--- config.mk ---
export PLATFORM = sky130hd
export DESIGN_NAME = fpti_sequencer
export DESIGN_NICKNAME = d
export VERILOG_FILES = /design/src/rtl/fpti_pkg.sv /design/src/rtl/fpti_sequencer.sv
export SDC_FILE = /design/constraint.sdc
export NUM_CORES = 1
export LEC_CHECK = 0
export BUFFER_PORTS_ARGS = -buffer_cell sky130_fd_sc_hd__buf_2
export CORE_AREA = 2 2 39 41
export CTS_CLUSTER_SIZE = 40
export DETAILED_ROUTE_END_ITERATION = 16
export DIE_AREA = 0 0 41 43
export PLACE_DENSITY = 0.6
export RECOVER_POWER = 25
export SLEW_MARGIN = 20
export SYNTH_ARGS = -nofsm -noshare
export SYNTH_HDL_FRONTEND = slang
export SYNTH_SLANG_ARGS = --single-unit
--- constraint.sdc ---
create_clock -name clock -period 2.2 [get_ports clock]
set_clock_uncertainty 0.2 [all_clocks]
set_input_delay 0.44 -clock clock [delete_from_list [all_inputs] [get_ports clock]]
set_output_delay 0.44 -clock clock [all_outputs]
set_load 0.005 [all_outputs]
--- src/rtl/fpti_pkg.sv ---
// Shared types, constants and helpers for the four-level page table insert block.
// No dependencies; all other files but fpti_checker refer to this package by scoped names.
package fpti_pkg;

   // Pool geometry
   localparam int POOL_NODES       = 16;
   localparam int ENTRIES_PER_NODE = 512;
   localparam int IDX_W            = $clog2(ENTRIES_PER_NODE);
   localparam int NODE_W           = $clog2(POOL_NODES);
   localparam int ADDR_W           = NODE_W + IDX_W;
   localparam int CNT_W            = $clog2(POOL_NODES + 1);
   localparam int CLEAR_LEN        = POOL_NODES * ENTRIES_PER_NODE;

   // Field widths
   localparam int VA_W       = 48;
   localparam int PA_W       = 52;
   localparam int FLAG_W     = 12;
   localparam int FRAME_W    = 40;
   localparam int PAGE_SHIFT = 12;
   localparam int VPN_W      = VA_W - PAGE_SHIFT;
   localparam int NODES_W    = 5;
   localparam int TAKEN_W    = 2;
   localparam int LVL_W      = 2;

   // Stored entry: frame number (bits 51..12) over the present bit
   localparam int ENTRY_W = FRAME_W + 1;

   // Index bit positions within the virtual address
   localparam int L0_SHIFT = 39;
   localparam int L1_SHIFT = 30;
   localparam int L2_SHIFT = 21;
   localparam int L3_SHIFT = 12;

   localparam logic [LVL_W-1:0] LVL_TOP  = 2'd0;
   localparam logic [LVL_W-1:0] LVL_LAST = 2'd2;
   localparam logic [LVL_W-1:0] LVL_LEAF = 2'd3;

   // Microprogram steps
   typedef enum logic [2:0] {
      STEP_CLEAR,
      STEP_IDLE,
      STEP_READ,
      STEP_EVAL,
      STEP_CHECK,
      STEP_LINK,
      STEP_LEAF,
      STEP_REPLY
   } fpti_step_type;

   // Jump conditions
   typedef enum logic [2:0] {
      COND_NEVER,
      COND_REQ,
      COND_WALK_MORE,
      COND_FAIL,
      COND_LINKS_LEFT,
      COND_RSP_BUSY,
      COND_CLR_BUSY
   } fpti_cond_type;

   // One control word
   typedef struct packed {
      logic          clear;
      logic          accept;
      logic          read;
      logic          eval;
      logic          check;
      logic          link;
      logic          leaf;
      logic          emit;
      fpti_cond_type cond;
      fpti_step_type target;
      fpti_step_type next;
   } fpti_ctrl_type;

   // Datapath status seen by the sequencer
   typedef struct packed {
      logic req_valid;
      logic walk_more;
      logic fail;
      logic links_left;
      logic rsp_busy;
      logic clr_busy;
   } fpti_flags_type;

   // Control store
   function automatic fpti_ctrl_type fpti_rom(input fpti_step_type step);
      fpti_ctrl_type w;
      w = '{clear: 1'b0, accept: 1'b0, read: 1'b0, eval: 1'b0, check: 1'b0,
            link: 1'b0, leaf: 1'b0, emit: 1'b0, cond: COND_NEVER,
            target: STEP_IDLE, next: STEP_IDLE};
      case (step)
         STEP_CLEAR: begin
            w.clear = 1'b1; w.cond = COND_CLR_BUSY;
            w.target = STEP_CLEAR; w.next = STEP_IDLE;
         end
         STEP_IDLE: begin
            w.accept = 1'b1; w.cond = COND_REQ;
            w.target = STEP_READ; w.next = STEP_IDLE;
         end
         STEP_READ: begin
            w.read = 1'b1; w.next = STEP_EVAL;
         end
         STEP_EVAL: begin
            w.eval = 1'b1; w.cond = COND_WALK_MORE;
            w.target = STEP_READ; w.next = STEP_CHECK;
         end
         STEP_CHECK: begin
            w.check = 1'b1; w.cond = COND_FAIL;
            w.target = STEP_REPLY; w.next = STEP_LINK;
         end
         STEP_LINK: begin
            w.link = 1'b1; w.cond = COND_LINKS_LEFT;
            w.target = STEP_LINK; w.next = STEP_LEAF;
         end
         STEP_LEAF: begin
            w.leaf = 1'b1; w.next = STEP_REPLY;
         end
         STEP_REPLY: begin
            w.emit = 1'b1; w.cond = COND_RSP_BUSY;
            w.target = STEP_REPLY; w.next = STEP_IDLE;
         end
         default: begin
            w.next = STEP_IDLE;
         end
      endcase
      return w;
   endfunction

   // Table index for one level, taken from the virtual page number
   function automatic logic [IDX_W-1:0] level_index(input logic [VPN_W-1:0] vpn,
                                                    input logic [LVL_W-1:0] lvl);
      logic [IDX_W-1:0] idx;
      case (lvl)
         2'd0:    idx = vpn[L0_SHIFT-PAGE_SHIFT +: IDX_W];
         2'd1:    idx = vpn[L1_SHIFT-PAGE_SHIFT +: IDX_W];
         2'd2:    idx = vpn[L2_SHIFT-PAGE_SHIFT +: IDX_W];
         default: idx = vpn[L3_SHIFT-PAGE_SHIFT +: IDX_W];
      endcase
      return idx;
   endfunction

endpackage

--- src/rtl/fpti_sequencer.sv ---
// Microcode sequencer: step counter, control store lookup and conditional jumps.
// Depends on fpti_pkg for the step, condition and control word types.
module fpti_sequencer (
   input  logic                     clock,
   input  logic                     reset,
   input  fpti_pkg::fpti_flags_type flags,
   output fpti_pkg::fpti_ctrl_type  ctrl
);

   fpti_pkg::fpti_step_type step_ff;
   fpti_pkg::fpti_step_type step_in;
   logic                    jump;

   // Control word for the current step
   always_comb begin
      ctrl = fpti_pkg::fpti_rom(step_ff);
   end

   // Condition select and next step
   always_comb begin
      case (ctrl.cond)
         fpti_pkg::COND_REQ:        jump = flags.req_valid;
         fpti_pkg::COND_WALK_MORE:  jump = flags.walk_more;
         fpti_pkg::COND_FAIL:       jump = flags.fail;
         fpti_pkg::COND_LINKS_LEFT: jump = flags.links_left;
         fpti_pkg::COND_RSP_BUSY:   jump = flags.rsp_busy;
         fpti_pkg::COND_CLR_BUSY:   jump = flags.clr_busy;
         default:                   jump = 1'b0;
      endcase
      step_in = jump ? ctrl.target : ctrl.next;
   end

   // Step counter; reset starts the clearing pass
   always_ff @(posedge clock) begin
      if (reset) begin
         step_ff <= fpti_pkg::STEP_CLEAR;
      end else begin
         step_ff <= step_in;
      end
   end

endmodule

==> results <==
- The run finished with clean final reports.
- The TritonCTS clock tree is built.
- The most common cell in the synthesized netlist is nor2_1.
- The max-slew violation count is 0.
- Entering global routing, the biggest net connects 15 pins.
- The mapped netlist covers 352.8 um2.
- The die outline area is 1763 um2.
- The number of inserted diodes is 0.
- The deepest clock path buffer count is 2.
- The net count of the finished layout is 86.
- The number of I/O port buffers is 24.
- The number of nets in the synthesized netlist is 59.
- The peak supply drop is 277.5 uV.
- The class of the most critical hold timing path is primary input to flop.
- The per-instance average area after synthesis is 6.918 um2.
- The static power due to leakage is 0.0002635 uW.
- The detailed-route vias per instance is 4.538.
- By count the netlist is led by nor2_1 (8), o21ai_0 (7), nand2_1 (5), dfxtp_1 (3).
- The boundary pin count is 25.
- The type of destination of the critical path is an output port.
- The routability congestion estimate is 0.7637.
- The headroom to the max-slew limit is 75.91%.
- Setup repair after global routing left no endpoint under its margin.
- The critical path buffer and inverter count is 1.
- The cell sitting at the root of the clock tree is a clkbuf_4.
- By area the synthesized netlist is led by dfxtp_1 (17%), o21ai_0 (9.9%), nor2_1 (8.5%).
- The depth of the worst register-to-register path is 5.
- The flip-flop count of the largest register, all copies and words added is 3.
- Setup slack closes at 0.1479 ns.
- The maximum fanout count along the critical path is 14.
- The initial antenna violation count was 0.
- For this design, the sink count on the clock tree is 3.
- The number of violations of the max-capacitance limit is 0.
- The critical path's slowest cell is dfxtp_1.
- The highest clock rate is 487.3 MHz.
- The fraction of synthesized cell area taken by the top area cell type is 17.02%.
- For this run, design rule violations remaining after detail routing come to 0.
- The detailed-placement wirelength estimate is 689 um.
- Power spread over the standard cell area amounts to 657.8 nW/um2.
- The fraction of final layout cells with drive strength greater than 1 is 42.86%.
- The layout overhead on the synthesized area is 42.20%.
- After detailed routing, the total wire length is 871 um.
- More flip-flops sit in one register than any other, and that register is step_ff.
- For this configuration, the core starts out at a cell density of 25.50%.
- For the pin with the worst max-slew slack, the measured transition is 0.3608 ns.
- The worst slack at placement is 0.3872 ns.
- CTS built an H-tree with a depth of 1.
- Of all flip-flops after synthesis, the portion carrying an async set or reset was 0%.
- Along the worst hold path, the cell count comes to 2.
- The final sum of negative setup slack is 0 ns.
- The number of buffers created by CTS is 3.
- Post-CTS repair changed the size of 0 cells.
- The number of setup buffers added after CTS is 0.
- The detailed router finished its first iteration with 4 violations.
- The hold buffer count at cts is 0.
- For the worst setup path, the data arrival time is 1.41 ns.
- The total via count in the routed design is 422.
- STA puts the critical path data required time at 1.56 ns.
- The first detailed-routing pass ran for 3 iterations.
- The synthesized design spends more area on one cell type than any other, namely dfxtp_1.
- The placed instances occupy a cell area of 476.7 um2.
- The wire length of the first global-routing pass is 1.255 mm.
- After floorplanning, the core was sized to cover 1384 um2.
- The critical path runs through a total of 4 cells.
- In the final layout, the registers with the most flip-flops are step_ff: 3 flops.
- For this run, the number of Yosys warnings is 0.
- The startpoint-to-endpoint class of the critical path is flop to output port.
- Setup violations remaining at the end of the flow were counted as 0.
- The worst path in the final design needs a cycle of 2.052 ns, including I/O delays and setup.
- The clock network latency to the later pin of the worst-skew pair is 0.23 ns.
- The number of antenna-violating nets in the routed design is 0.
- The global-route usage over all layers is 10.53%.
- The critical path goes through or2b_2 -> nand3_1 -> o21ai_0 -> buf_2.
- The synthesized flop and latch total is 3.
- The startpoint class of the critical path is a flop.
- The die is 41 um wide.
- The via count of the first global-routing pass came to 332.
- Row generation in the floorplan step produced 14 rows.
- For this run, the register share of the synthesized area comes to 17.02%.
- Synthesis handed over a netlist of 51 instances.
- The number of hold violations in the final report was 0.
- The count of distinct cell types in the synthesized netlist is 26.
- The final design instance area without fill is 501.7 um2.
- The maximum cell stage delay along the critical path is 0.53 ns.
- The cell type group with the largest total delay on the critical path is flip-flops.
- In this run the vertical extent of the chip is 43 um.
- For this run, the leading register cell type out of synthesis is dfxtp_1.
- Summed over all layers, the global routing overflow is 0.
- The CTS clock-pin slew for the worst setup and hold paths is 0.03 ns.
- The period utilization is 93.28%.
- In the final routed layout, each cell accounts on average for 9.366 um.
- The number of enable-type register cells in the synthesized netlist is 0.
through the flow:
step	hold WS, ns	utilization (%)	std cells	power [uW]
3_5_place_dp	0.4327	34.45	89	236.4
3_3_place_gp	0.4297	34.45	89	235.2
6_report	0.1955	36.26	93	330.1
2_1_floorplan	0.3091	-	51	183.7
4_1_cts	0.1829	36.35	93	338.7
5_1_grt	0.1899	36.26	93	369.0
cell type report:
class,instances,area (um2)
fillers,162,882.1
multi-input cells,42,254.0
well taps,16,20.02
clock buffers,4,26.28
flip-flops and latches,3,60.06
inverters,2,7.507
repair buffers,26,133.9
final timing paths:
| check | startpoint | end | slack, ns |
|---|---|---|---|
| worst max-delay path | step_ff[0] | ctrl[6] | 0.15 |
| worst min-delay path | reset | step_ff[0] | 0.20 |
| worst max register to register | step_ff[2] | step_ff[1] | 0.56 |
| worst min register to register | step_ff[2] | step_ff[0] | 0.54 |
power breakdown:
part	total, uW	leakage, uW	switching, uW	internal, uW
Clock	96.1	0.0000150	28.2	67.9
Sequential	80.0	0.0000247	17.6	62.4
Combinational	154	0.000224	74.9	79.0
placed cells by master, fill, tap and decap left out:
cell type,n
nand3_1,1
nor2b_1,1
nor3b_1,2
buf_4,2
o221ai_1,2
or2b_2,1
o21ai_1,1
or2b_1,1
xnor2_1,1
dfxtp_1,3
a21oi_1,1
o31a_1,1
clkbuf_1,2
xor2_1,1
and3_2,2
mux2i_1,2
or2_2,1
nor2_1,8
a31oi_1,1
o21ai_0,7
clkbuf_4,3
o21ai_2,1
buf_2,23
nand2_1,5
o221a_1,1
and2_1,1
inv_1,2
layer usage:
metal,track usage [%],vias up,share of wire (%),routed length (um)
li1,-,230,-,-
met1,12.82,174,46,400
met2,15.63,18,44,380
met3,6.283,0,10,90
met4,2.000,0,0,0
met5,0,-,0,0
cell families (layout without fill, tap and decap cells):
| logic type | after synthesis | in the layout | share of synthesized area (%) |
|---|---|---|---|
| XOR/XNOR | 2 | 2 | 4.965 |
| AO/OA/AOI/OAI | 15 | 15 | 27.66 |
| flip-flops | 3 | 3 | 17.02 |
| buffers and inverters | 6 | 32 | 10.99 |
| multiplexers | 2 | 2 | 5.674 |
| AND/OR/NAND/NOR | 23 | 23 | 33.69 |
Note: power is estimated with default switching activity, not from simulation.
